===== src/hw/rtl/rwl_pkg.sv =====
// shared types, codes and constants of the reader-writer lock arbiter
package rwl_pkg;

	localparam int QUEUE_DEPTH_DEF = 16;
	localparam int MAX_THREADS     = 256;
	localparam int THREAD_W        = 8;
	localparam int COUNT_W         = 9;
	localparam int STATUS_W        = 3;

	localparam logic [COUNT_W-1:0] COUNT_MAX   = COUNT_W'(511);
	localparam logic [COUNT_W-1:0] COUNT_LIMIT =
		COUNT_W'((MAX_THREADS < 511) ? MAX_THREADS : 511);

	typedef enum logic [1:0] {
		OP_ENTER_READ  = 2'd0,
		OP_ENTER_WRITE = 2'd1,
		OP_EXIT_READ   = 2'd2,
		OP_EXIT_WRITE  = 2'd3
	} op_t;

	localparam logic [STATUS_W-1:0] ST_GRANTED  = 3'd0;
	localparam logic [STATUS_W-1:0] ST_QUEUED   = 3'd1;
	localparam logic [STATUS_W-1:0] ST_REJECTED = 3'd2;
	localparam logic [STATUS_W-1:0] ST_WOKEN    = 3'd3;
	localparam logic [STATUS_W-1:0] ST_NONE     = 3'd4;
	localparam logic [STATUS_W-1:0] ST_MISUSE   = 3'd5;

	typedef struct packed {
		op_t                 op;
		logic [THREAD_W-1:0] thread;
	} cmd_t;

	typedef struct packed {
		logic [STATUS_W-1:0] status;
		logic [THREAD_W-1:0] granted_thread;
		logic [COUNT_W-1:0]  active_readers;
		logic                last;
	} res_t;

endpackage


===== src/hw/rtl/rwl_front.sv =====
// front end: takes request words, decodes the operation, holds them in a two-entry queue
module rwl_front (
	input  logic              clk,
	input  logic              arst_n,
	input  logic              in_valid,
	output logic              in_ready,
	input  logic [1:0]        in_op,
	input  logic [7:0]        in_thread,
	output logic              cmd_valid,
	output rwl_pkg::cmd_t     cmd,
	input  logic              cmd_pop
);
	import rwl_pkg::*;

	cmd_t       ent_q [2];
	logic       wr_ptr_q;
	logic       rd_ptr_q;
	logic [1:0] cnt_q;
	logic       push;
	cmd_t       dec;

	always_comb begin
		dec.thread = in_thread;
		case (in_op)
			OP_ENTER_READ:  dec.op = OP_ENTER_READ;
			OP_ENTER_WRITE: dec.op = OP_ENTER_WRITE;
			OP_EXIT_READ:   dec.op = OP_EXIT_READ;
			default:        dec.op = OP_EXIT_WRITE;
		endcase
	end

	assign in_ready  = (cnt_q != 2'd2);
	assign push      = in_valid && in_ready;
	assign cmd_valid = (cnt_q != 2'd0);
	assign cmd       = ent_q[rd_ptr_q];

	always_ff @(posedge clk) begin
		if (push) begin
			ent_q[wr_ptr_q] <= dec;
		end
	end

	always_ff @(posedge clk or negedge arst_n) begin
		if (!arst_n) begin
			wr_ptr_q <= 1'b0;
			rd_ptr_q <= 1'b0;
			cnt_q    <= 2'd0;
		end else begin
			if (push) begin
				wr_ptr_q <= !wr_ptr_q;
			end
			if (cmd_pop) begin
				rd_ptr_q <= !rd_ptr_q;
			end
			case ({push, cmd_pop})
				2'b10:   cnt_q <= cnt_q + 2'd1;
				2'b01:   cnt_q <= cnt_q - 2'd1;
				default: cnt_q <= cnt_q;
			endcase
		end
	end

endmodule


===== src/hw/rtl/rwl_waitq.sv =====
// circular wait queue of thread ids with registered head read
module rwl_waitq #(
	parameter int QUEUE_DEPTH = rwl_pkg::QUEUE_DEPTH_DEF
) (
	input  logic                               clk,
	input  logic                               arst_n,
	input  logic                               push,
	input  logic [rwl_pkg::THREAD_W-1:0]       push_data,
	input  logic                               pop,
	output logic [rwl_pkg::THREAD_W-1:0]       front,
	output logic [$clog2(QUEUE_DEPTH+1)-1:0]   fill,
	output logic                               full
);
	import rwl_pkg::*;

	localparam int AW = $clog2(QUEUE_DEPTH);
	localparam int FW = $clog2(QUEUE_DEPTH + 1);

	logic [THREAD_W-1:0] mem [QUEUE_DEPTH];
	logic [AW-1:0]       head_q;
	logic [FW-1:0]       fill_q;
	logic [THREAD_W-1:0] front_q;
	logic [AW-1:0]       head_nx;
	logic [AW-1:0]       rd_addr;
	logic [AW:0]         tail_sum;
	logic [AW-1:0]       tail;

	assign head_nx = (head_q == AW'(QUEUE_DEPTH - 1)) ? '0 : head_q + AW'(1);
	assign rd_addr = pop ? head_nx : head_q;

	// head + fill stays below twice the depth
	assign tail_sum = {1'b0, head_q} + (AW+1)'(fill_q);
	assign tail     = (tail_sum >= (AW+1)'(QUEUE_DEPTH)) ?
		AW'(tail_sum - (AW+1)'(QUEUE_DEPTH)) : tail_sum[AW-1:0];

	assign front = front_q;
	assign fill  = fill_q;
	assign full  = (fill_q == FW'(QUEUE_DEPTH));

	always_ff @(posedge clk) begin
		if (push) begin
			mem[tail] <= push_data;
		end
		front_q <= mem[rd_addr];
	end

	always_ff @(posedge clk or negedge arst_n) begin
		if (!arst_n) begin
			head_q <= '0;
			fill_q <= '0;
		end else begin
			if (pop) begin
				head_q <= head_nx;
			end
			case ({push, pop})
				2'b10:   fill_q <= fill_q + FW'(1);
				2'b01:   fill_q <= fill_q - FW'(1);
				default: fill_q <= fill_q;
			endcase
		end
	end

	a_pop_nonempty: assert property (@(posedge clk) disable iff (!arst_n)
		pop |-> (fill_q != '0))
		else $error("pop from empty wait queue");

	a_push_not_full: assert property (@(posedge clk) disable iff (!arst_n)
		push |-> !full)
		else $error("push into full wait queue");

	a_no_push_pop: assert property (@(posedge clk) disable iff (!arst_n)
		!(push && pop))
		else $error("push and pop in one cycle");

endmodule


===== src/hw/rtl/rwl_back.sv =====
// back end: lock state, wait queues and the result register
module rwl_back #(
	parameter int QUEUE_DEPTH = rwl_pkg::QUEUE_DEPTH_DEF
) (
	input  logic          clk,
	input  logic          arst_n,
	input  logic          cmd_valid,
	input  rwl_pkg::cmd_t cmd,
	output logic          cmd_pop,
	output logic          res_valid,
	input  logic          res_ready,
	output rwl_pkg::res_t res
);
	import rwl_pkg::*;

	localparam int FW = $clog2(QUEUE_DEPTH + 1);

	localparam logic [1:0] S_IDLE  = 2'd0;
	localparam logic [1:0] S_EXEC  = 2'd1;
	localparam logic [1:0] S_BURST = 2'd2;

	logic [1:0]          state_q, state_d;
	cmd_t                cmd_q;
	logic [COUNT_W-1:0]  rc_q, rc_d;
	logic                wa_q, wa_d;
	logic                res_valid_q;
	res_t                res_q, res_d;
	logic                load;
	logic                slot_free;

	logic                r_push, r_pop, r_full;
	logic                w_push, w_pop, w_full;
	logic [THREAD_W-1:0] r_front, w_front;
	logic [FW-1:0]       r_fill, w_fill;

	rwl_waitq #(.QUEUE_DEPTH(QUEUE_DEPTH)) u_rq (
		.clk(clk), .arst_n(arst_n), .push(r_push), .push_data(cmd_q.thread),
		.pop(r_pop), .front(r_front), .fill(r_fill), .full(r_full)
	);

	rwl_waitq #(.QUEUE_DEPTH(QUEUE_DEPTH)) u_wq (
		.clk(clk), .arst_n(arst_n), .push(w_push), .push_data(cmd_q.thread),
		.pop(w_pop), .front(w_front), .fill(w_fill), .full(w_full)
	);

	assign slot_free = !res_valid_q || res_ready;
	assign cmd_pop   = (state_q == S_IDLE) && cmd_valid;
	assign res_valid = res_valid_q;
	assign res       = res_q;

	always_comb begin
		state_d = state_q;
		rc_d    = rc_q;
		wa_d    = wa_q;
		r_push  = 1'b0;
		r_pop   = 1'b0;
		w_push  = 1'b0;
		w_pop   = 1'b0;
		load    = 1'b0;
		res_d.status         = ST_NONE;
		res_d.granted_thread = cmd_q.thread;
		res_d.last           = 1'b1;

		case (state_q)
			S_IDLE: begin
				if (cmd_valid) begin
					state_d = S_EXEC;
				end
			end
			S_EXEC: begin
				if (slot_free) begin
					load    = 1'b1;
					state_d = S_IDLE;
					case (cmd_q.op)
						OP_ENTER_READ: begin
							if (!wa_q && w_fill == '0) begin
								if (rc_q >= COUNT_LIMIT) begin
									res_d.status = ST_REJECTED;
								end else begin
									rc_d         = rc_q + COUNT_W'(1);
									res_d.status = ST_GRANTED;
								end
							end else if (r_full) begin
								res_d.status = ST_REJECTED;
							end else begin
								r_push       = 1'b1;
								res_d.status = ST_QUEUED;
							end
						end
						OP_ENTER_WRITE: begin
							if (!wa_q && rc_q == '0) begin
								wa_d         = 1'b1;
								res_d.status = ST_GRANTED;
							end else if (w_full) begin
								res_d.status = ST_REJECTED;
							end else begin
								w_push       = 1'b1;
								res_d.status = ST_QUEUED;
							end
						end
						OP_EXIT_READ: begin
							if (rc_q == '0) begin
								res_d.status = ST_MISUSE;
							end else begin
								rc_d = rc_q - COUNT_W'(1);
								// last reader out hands the lock to the front writer
								if (rc_q == COUNT_W'(1) && w_fill != '0) begin
									w_pop                = 1'b1;
									wa_d                 = 1'b1;
									res_d.status         = ST_WOKEN;
									res_d.granted_thread = w_front;
								end
							end
						end
						default: begin
							if (!wa_q) begin
								res_d.status = ST_MISUSE;
							end else begin
								wa_d = 1'b0;
								if (r_fill != '0) begin
									r_pop                = 1'b1;
									rc_d = (rc_q < COUNT_MAX) ? rc_q + COUNT_W'(1) : rc_q;
									res_d.status         = ST_WOKEN;
									res_d.granted_thread = r_front;
									res_d.last           = (r_fill == FW'(1));
									if (r_fill != FW'(1)) begin
										state_d = S_BURST;
									end
								end else if (w_fill != '0) begin
									w_pop                = 1'b1;
									wa_d                 = 1'b1;
									res_d.status         = ST_WOKEN;
									res_d.granted_thread = w_front;
								end
							end
						end
					endcase
				end
			end
			S_BURST: begin
				// one waiting reader granted per word
				if (slot_free) begin
					load                 = 1'b1;
					r_pop                = 1'b1;
					rc_d = (rc_q < COUNT_MAX) ? rc_q + COUNT_W'(1) : rc_q;
					res_d.status         = ST_WOKEN;
					res_d.granted_thread = r_front;
					res_d.last           = (r_fill == FW'(1));
					if (r_fill == FW'(1)) begin
						state_d = S_IDLE;
					end
				end
			end
			default: begin
				state_d = S_IDLE;
			end
		endcase

		res_d.active_readers = rc_d;
	end

	always_ff @(posedge clk) begin
		if (cmd_pop) begin
			cmd_q <= cmd;
		end
		if (load) begin
			res_q <= res_d;
		end
	end

	always_ff @(posedge clk or negedge arst_n) begin
		if (!arst_n) begin
			state_q     <= S_IDLE;
			rc_q        <= '0;
			wa_q        <= 1'b0;
			res_valid_q <= 1'b0;
		end else begin
			state_q <= state_d;
			rc_q    <= rc_d;
			wa_q    <= wa_d;
			if (load) begin
				res_valid_q <= 1'b1;
			end else if (res_ready) begin
				res_valid_q <= 1'b0;
			end
		end
	end

	a_excl: assert property (@(posedge clk) disable iff (!arst_n)
		!(wa_q && rc_q != '0))
		else $error("writer holds lock while readers hold it");

	a_burst_has_readers: assert property (@(posedge clk) disable iff (!arst_n)
		(state_q == S_BURST) |-> (r_fill != '0 && !wa_q))
		else $error("reader burst with empty queue or writer active");

	a_stall_holds: assert property (@(posedge clk) disable iff (!arst_n)
		(res_valid_q && !res_ready) |=> (res_valid_q && $stable(res_q)))
		else $error("result word changed while stalled");

	a_fill_bound: assert property (@(posedge clk) disable iff (!arst_n)
		(r_fill <= FW'(QUEUE_DEPTH)) && (w_fill <= FW'(QUEUE_DEPTH)))
		else $error("wait queue fill beyond depth");

endmodule


===== src/hw/rtl/reader_writer_lock_arbiter.sv =====
// top level of the reader-writer lock arbiter
//
// channel  dir  tdata bits (low first)                              tlast
// s_axis   in   operation[1:0], thread[9:2], zero pad to 16         -
// m_axis   out  status[2:0], granted_thread[10:3],                  last
//               active_readers[19:11], zero pad to 24
//
// each request word is loaded from the front queue in the idle state, while the wait
// queue heads are read; the execute state then updates the lock and writes the result
// a writer release with waiting readers grants one reader per cycle while output is free
// arst_n clears the lock state, queue pointers and all valid flags
// a two-entry request queue and the result register let input and output stall apart
module reader_writer_lock_arbiter #(
	parameter int QUEUE_DEPTH = rwl_pkg::QUEUE_DEPTH_DEF
) (
	input  logic        clk,
	input  logic        arst_n,
	input  logic        s_axis_tvalid,
	output logic        s_axis_tready,
	input  logic [15:0] s_axis_tdata,   // operation, thread
	output logic        m_axis_tvalid,
	input  logic        m_axis_tready,
	output logic [23:0] m_axis_tdata,   // status, granted_thread, active_readers
	output logic        m_axis_tlast
);
	import rwl_pkg::*;

	logic cmd_valid;
	cmd_t cmd;
	logic cmd_pop;
	res_t res;

	rwl_front u_front (
		.clk(clk), .arst_n(arst_n),
		.in_valid(s_axis_tvalid), .in_ready(s_axis_tready),
		.in_op(s_axis_tdata[1:0]), .in_thread(s_axis_tdata[9:2]),
		.cmd_valid(cmd_valid), .cmd(cmd), .cmd_pop(cmd_pop)
	);

	rwl_back #(.QUEUE_DEPTH(QUEUE_DEPTH)) u_back (
		.clk(clk), .arst_n(arst_n),
		.cmd_valid(cmd_valid), .cmd(cmd), .cmd_pop(cmd_pop),
		.res_valid(m_axis_tvalid), .res_ready(m_axis_tready), .res(res)
	);

	assign m_axis_tdata = {4'd0, res.active_readers, res.granted_thread, res.status};
	assign m_axis_tlast = res.last;

endmodule

===== config.mk =====
export PLATFORM = sky130hd
export DESIGN_NAME = reader_writer_lock_arbiter
export DESIGN_NICKNAME = d
export VERILOG_FILES = /design/src/hw/rtl/rwl_pkg.sv /design/src/hw/rtl/rwl_front.sv /design/src/hw/rtl/rwl_waitq.sv /design/src/hw/rtl/rwl_back.sv /design/src/hw/rtl/reader_writer_lock_arbiter.sv
export SDC_FILE = /design/constraint.sdc
export NUM_CORES = 1
export LEC_CHECK = 0
export BUFFER_PORTS_ARGS = -buffer_cell sky130_fd_sc_hd__buf_2
export CORE_UTILIZATION = 38
export DETAILED_ROUTE_END_ITERATION = 8
export GPL_ROUTABILITY_DRIVEN = 1
export PLACE_DENSITY = 0.59
export SYNTH_ARGS = -nofsm -noshare
export SYNTH_HDL_FRONTEND = slang
export SYNTH_SLANG_ARGS = --single-unit

===== constraint.sdc =====
create_clock -name clk -period 3.8 [get_ports clk]
set_input_delay 0 -clock clk [delete_from_list [all_inputs] [get_ports clk]]
set_output_delay 0 -clock clk [all_outputs]
set_load 0.01 [all_outputs]

## Yosys cells after proc, flatten, opt, wreduce, memory -nomap -nowiden

Memories as Yosys holds them, arrays and structs flattened. A register that Yosys moved wholly into a read port is not among the register bits.
Index checks and enable logic that the tools add are counted.
Widths: inputs -> output; s select.

| cells by class | value |
|---|---|
| $add $sub $neg | 14 |
| $lt $le $gt $ge | 4 |
| equality and inequality tests | 27 |
| muxes and demuxes | 89 |
| bitwise logic cells | 1 |
| reductions and logical operators | 27 |

Operators by type and width:

| operator | count |
|---|---|
| $mux 9 | 8 |
| $mux 11 | 5 |
| $mux 1 | 39 |
| $pmux 9 s3 | 1 |
| $mux 4 | 6 |
| $mux 2 | 11 |
| $pmux 11 s2 | 1 |
| $pmux 5 s2 | 2 |
| $pmux 9 s2 | 1 |
| $mux 8 | 2 |
| $pmux 8 s2 | 1 |
| $eq 2x1->1 const B | 6 |
| $eq 2x2->1 const B | 6 |
| $mux 3 | 4 |
| $ne 2x1->1 const B | 6 |
| $pmux 2 s3 | 2 |
| $add 4x5->5 | 2 |
| $add 5x1->5 const B | 2 |
| $eq 5x5->1 const B | 2 |
| $ge 5x5->1 const B | 2 |
| $reduce_bool 2->1 | 5 |
| $reduce_bool 5->1 | 2 |
| $sub 5x1->5 const B | 2 |
| $add 9x1->9 const B | 1 |
| other kinds (27) | 43 |

| word-level totals | value |
|---|---|
| bits in registers | 56 |
| memory bits (writable) | 276 |
| input bits | 20 |
| memories kept | 3 |

Memory list:

| memory | words | width | rd ports | clocked after memory_dff | write ports | RTL line | source |
|---|---|---|---|---|---|---|---|
| u_back.u_rq.mem | 16 | 8 | 1 | 1 | 1 | rwl_waitq.sv:19 | `logic [THREAD_W-1:0] mem [QUEUE_DEPTH];` |
| u_back.u_wq.mem | 16 | 8 | 1 | 1 | 1 | rwl_waitq.sv:19 |  |
| u_front.ent_q | 2 | 10 | 1 | 1 | 1 | rwl_front.sv:15 | `cmd_t ent_q [2];` |

## Depth between registers and ports, before layout

| logic depth | value |
|---|---|
| word-level depth | 9 |
| depth in mapped cells | 17 |
| mapped depth without buffers | 16 |

## Hierarchy

Synthesis repeated with hierarchy kept, for this count alone.

| second synthesis, totals | value |
|---|---|
| cells, all modules | 1358 |
| area, all modules | 17304.1 um^2 |

By module, submodules not included:

| module | instances | cells an instance | area an instance (um^2) | seq. area each (um^2) |
|---|---|---|---|---|
| rwl_waitq at u_back.u_wq | 1 | 457 | 6556.3 | 4229.1 |
| rwl_waitq at u_back.u_rq | 1 | 432 | 6336.1 | 4229.1 |
| rwl_back | 1 | 415 | 3458.3 | 1256.2 |
| rwl_front | 1 | 49 | 919.6 | 700.7 |
| reader_writer_lock_arbiter | 1 | 5 | 33.8 | 0.0 |

## Least setup slack after synthesis

OpenSTA, ideal clock, no wires.

| timing | value |
|---|---|
| kind | register to register |
| start point | register u_back.rc_q[6] |
| end point | register u_back.u_wq.fill_q[4] (netlist: u_back.u_wq.fill[4]) |
| data arrival time | 3.015 ns |
| setup slack | 0.650 ns |
| cell stages (with the launch flop) | 18 |
| period minus slack after synthesis | 3.150 ns |
| cells stage by stage | dfrtp_1 > clkbuf_1 > nor4_4 > nand3_1 > o21ai_0 > a21oi_1 > and2_1 > inv_1 > ha_1 > clkbuf_1 > xor2_1 > ha_1 > inv_1 > o21ai_0 > a21oi_1 > a221oi_1 > nor2_1 > xor2_1 |

| between the ends | value |
|---|---|
| word-level cells in the longest chain between the ends | 9 |
| elaborated cells between the ends (all ways) | 17 |

Ends and longest elaborated chain:

| item | RTL line | source |
|---|---|---|
| from (decl) | rwl_back.sv:24 | `logic [COUNT_W-1:0] rc_q, rc_d;` |
| from (signal assigned) | rwl_back.sv:179 | `rc_q <= rc_d;` |
| $eq 9x1->1 | rwl_back.sv:107 | `if (rc_q == COUNT_W'(1) && w_fill != '0) begin` |
| $logic_and 1x1->1 | rwl_back.sv:107 |  |
| $mux 1 | rwl_back.sv:107 |  |
| $mux 1 | rwl_back.sv:102 | `if (rc_q == '0) begin` |
| $pmux 1 s2 | rwl_back.sv:74 | `case (cmd_q.op)` |
| $mux 1 | rwl_back.sv:71 | `if (slot_free) begin` |
| $mux 1 | rwl_back.sv:64 | `case (state_q)` |
| $eq 2x1->1 or $eq 2x2->1 (tied branches) | rwl_waitq.sv:55 | `case ({push, pop})` |
| $pmux 5 s2 or $reduce_bool 2->1 (tied branches) | -- |  |
| to (signal assigned) | rwl_waitq.sv:56 | `2'b10: fill_q <= fill_q + FW'(1);` |
| to (signal assigned) | rwl_waitq.sv:57 | `2'b01: fill_q <= fill_q - FW'(1);` |
| to (signal assigned) | rwl_waitq.sv:58 | `default: fill_q <= fill_q;` |
| to (decl) | rwl_waitq.sv:21 | `logic [FW-1:0] fill_q;` |

Several ways; a longest one is shown, not always the timed one.
A chain may end at the register's enable or synchronous reset.

## Final worst setup path

Same ends and word-level chain as after synthesis.

==> flow_metrics.env <==
export IMPL_grt_max_degree=66
export IMPL_cp_start_kind="register"
export IMPL_root_buffer="clkbuf_16"
export IMPL_seq_power_share_pct=39.6
export IMPL_hold_path_depth=3
export IMPL_synth_edf_count=307
export IMPL_finish_utilization_pct=44.8
export IMPL_num_vias=10600
export IMPL_drt_iter0_markers=946
export IMPL_hpwlAfterDp_mm=24.9
export IMPL_pre_cts_ws_ns=0.388
export IMPL_finalWirelength_mm=39.5
export IMPL_comb_power_share_pct=34.4
export IMPL_netlist_area_mm2=0.0160
export IMPL_synth_compound_area_share_pct=14.2
export IMPL_slew_headroom_pct=30.4
export IMPL_synth_seq_area_share_pct=64.9
export IMPL_pwr_density_cell_mw_per_mm2=792
export IMPL_post_route_drc_count=0
export IMPL_yosysTopAreaCell="edfxtp_1"
export IMPL_status="finished clean"
export IMPL_rsz0062_at_grt="no"
export IMPL_reg2reg_to="u_back.u_wq.fill[4]$_DFFE_PN0P_"
export IMPL_place_port_buffers=36
export IMPL_drive_above_1_share_pct=14.6
export IMPL_synth_seq_cells=358
export IMPL_wl_per_cell_um=21.0
export IMPL_max_cap_violations=0
export IMPL_cts_buffers=40
export IMPL_fin_ws_ns=0.379
export IMPL_antenna_found_initial=0
export IMPL_synth_xor_area_share_pct=1.86
export IMPL_path_clk_slew_ns=0.06
export IMPL_path_delay_family="simple AND/OR/NAND/NOR gates"
export IMPL_reg2reg_setup_slack_ns=0.38
export IMPL_critical_path_arrival_ns=3.84
export IMPL_fin_worst_skew_ns=0.0172
export IMPL_clock_power_share_pct=26.0
export IMPL_fin_crit_sh_pct=90.0
export IMPL_clkSinkCount=358
export IMPL_placed_cells=1793
export IMPL_yosysMostFrequentCell="edfxtp_1"
export IMPL_cp_slowest_stage_delay_ns=0.48
export IMPL_switching_share_pct=36.2
export IMPL_r2r_start="u_back.rc_q[6]$_DFF_PN0_"
export IMPL_min_path_type="in -> reg"
export IMPL_clock_fmax_mhz=292
export IMPL_netSwitchingPower_mw=5.30
export IMPL_clockBufferDepth=3
export IMPL_min_to="u_back.res_valid$_DFFE_PN0P_"
export IMPL_critPathRequiredTime_ns=4.22
export IMPL_via_per_inst=5.63
export IMPL_worst_path_buf_inv=2
export IMPL_start_util_pct=38.9
export IMPL_clkLatencyLatePin_ns=0.56
export IMPL_ys_types=80
export IMPL_die_height_um=207
export IMPL_fp_dieW_um=207
export IMPL_setup_violations=0
export IMPL_netlist_instances=1240
export IMPL_finalCriticalPeriod_ns=3.42
export IMPL_path_cells="nor4_4, nand3_1, o21ai_0, a21oi_1, and2_1, inv_1, ha_1, xor2_1, ha_1, inv_1, o21ai_0, a21oi_1, a221oi_1, nor2_1, xor2_1"
export IMPL_htreeDepth=2
export IMPL_synthMuxAreaShare_pct=3.97
export IMPL_total_power_mw=14.6
export IMPL_synth_area_per_cell_um2=12.9
export IMPL_grt_overflow=0
export IMPL_maxSlewViolCount=0
export IMPL_pin_count=47
export IMPL_rows=74
export IMPL_grt_pass1_vias=10100
export IMPL_synth_warning_count=0
export IMPL_ys_top_cells_by_area="edfxtp_1 (57%), dfrtp_1 (5.5%), a21oi_1 (3.7%), nand2_1 (3.1%), a221oi_1 (3.1%)"
export IMPL_grt_pass1_wl_mm=60.8
export IMPL_core_area_mm2=0.0412
export IMPL_worst_pin_slew_ns=1.04
export IMPL_setup_tns_ns=0
export IMPL_ys_top_cells_by_count="edfxtp_1 (307), nand2_1 (134), a21oi_1 (119), nor2_1 (73), a221oi_1 (57)"
export IMPL_synthAdderAreaFrac_pct=2.43
export IMPL_area_growth_pct=15.2
export IMPL_worstHoldStart="m_axis_tready"
export IMPL_synth_top_family_by_area="compound AO/OA/AOI/OAI gates"
export IMPL_design_die_area_mm2=0.0430
export IMPL_peakVddDrop_mv=0.460
export IMPL_worst_setup_path_end_kind="register"
export IMPL_place_gp_congestion=0.919
export IMPL_yosys_area_share_simple_pct=9.77
export IMPL_cts_tree="done"
export IMPL_worst_path_max_fanout=9
export IMPL_grt_usage_pct=18.3
export IMPL_leakage_nw=6.48
export IMPL_layout_nets=1365
export IMPL_synth_top_area_share_pct=57.5
export IMPL_p_int_mw=9.34
export IMPL_synthArstFlopShare_pct=9.78
export IMPL_crit_slowest_cell="dfrtp_1"
export IMPL_reg2reg_depth=15
export IMPL_drtPass1Iterations=5
export IMPL_setup_worst_path_class="reg -> reg"
export IMPL_synth_flop_cell="edfxtp_1"
export IMPL_fin_cells=1879
export IMPL_final_hold_viol_count=0
export IMPL_ant_nets=0
export IMPL_diodes=0
logic make-up (layout without fill, tap and decap cells):
group,after synthesis,after routing
simple gates,323,323
compound gates,330,330
flops,358,358
other cells,1,4
xor+xnor,34,34
fa+ha+maj,30,30
buf+inv,107,211
mux,57,57
power by group through the flow:
stage / Clock [mW] / Sequential [mW] / Combinational, mW
2_1_floorplan: 0 / 5.92 / 3.14
3_3_place_gp: 0 / 5.84 / 4.92
3_5_place_dp: 0 / 5.86 / 5.00
4_1_cts: 3.89 / 5.79 / 5.03
5_1_grt: 4.03 / 5.84 / 5.53
6_report: 3.81 / 5.79 / 5.03
how the worst max path moves through the flow:
stage | from | endpoint | cells after the start
after global routing | u_back.rc_q[6]$_DFF_PN0_ | u_back.u_wq.fill[4]$_DFFE_PN0P_ | 15
after global placement | u_back.rc_q[3]$_DFF_PN0_ | u_back.u_wq.front[2]$_DFF_P_ | 9
after detailed placement | u_back.rc_q[3]$_DFF_PN0_ | u_back.u_wq.front[2]$_DFF_P_ | 9
after CTS | u_back.rc_q[3]$_DFF_PN0_ | u_back.u_wq.front[0]$_DFF_P_ | 9
final | u_back.rc_q[6]$_DFF_PN0_ | u_back.u_wq.fill[4]$_DFFE_PN0P_ | 15
after floorplan | u_back.rc_q[6]$_DFF_PN0_ | u_back.u_wq.fill[4]$_DFFE_PN0P_ | 17
tightest hold or removal path: stages:
cell	delay, ns
buf_2	0.09
nand2b_1	0.45
nand2b_1	0.10
timing repair:
item | CTS | global route
hold buffers | 12 | 0
setup endpoints to repair | 0 | 1
buffers inserted | 0 | 0
hold endpoints to repair | 57 | 0
resized for setup | 0 | 1
cell type report:
| class | instances | area (um^2) |
|---|---|---|
| multi-input cells | 778 | 5210 |
| clock inverters | 15 | 165 |
| well taps | 532 | 666 |
| clock buffers | 59 | 1120 |
| flip-flops and latches | 358 | 10400 |
| repair buffers | 105 | 766 |
| inverters | 32 | 125 |
| fillers | 3645 | 22700 |
routing by layer:
layer	up-vias	GRT usage [%]	share of wire, %
li1	4904	-	-
met1	5213	26.5	45
met2	392	28.0	46
met3	64	2.93	6.9
met4	0	6.07	2.2
met5	-	0	0
cell usage in the layout, fill, tap and decap left out, types with 33 or more instances in the layout:
cell,n
dfrtp_1,35
edfxtp_1,307
nor2_1,72
buf_2,36
nand2_1,134
buf_4,54
a21oi_1,119
a221oi_1,57
mux2i_1,33
o21ai_0,33
clkbuf_16,41
through the flow:
step | hold WS, ns | cell area, um^2
finish | 0.129 | 18500
global route | 0.173 | 18500
global placement | 0.188 | 17100
CTS | 0.0762 | 18500
detailed placement | 0.191 | 17100
floorplan | -0.296 | 16100
flip-flops by register name (all words and copies together), names as in the netlist:
| name | cells |
|---|---|
| u_back.u_rq.mem | 128 |
| u_back.u_wq.mem | 128 |
| u_back.res | 21 |
| u_front.ent_q | 20 |
| u_back.cmd_q | 10 |
| u_back.rc_q | 9 |
| u_back.u_rq.front | 8 |
| u_back.u_wq.front | 8 |
| u_back.u_rq.fill | 5 |
| u_back.u_wq.fill | 5 |
| u_back.u_rq.head_q | 4 |
| u_back.u_wq.head_q | 4 |
| u_back.state_q | 2 |
| u_front.cnt_q | 2 |
| u_back.res_valid | 1 |
| u_back.wa_q | 1 |
| u_front.rd_ptr_q | 1 |
| u_front.wr_ptr_q | 1 |
No activity file was read; power rests on OpenSTA's default activity.
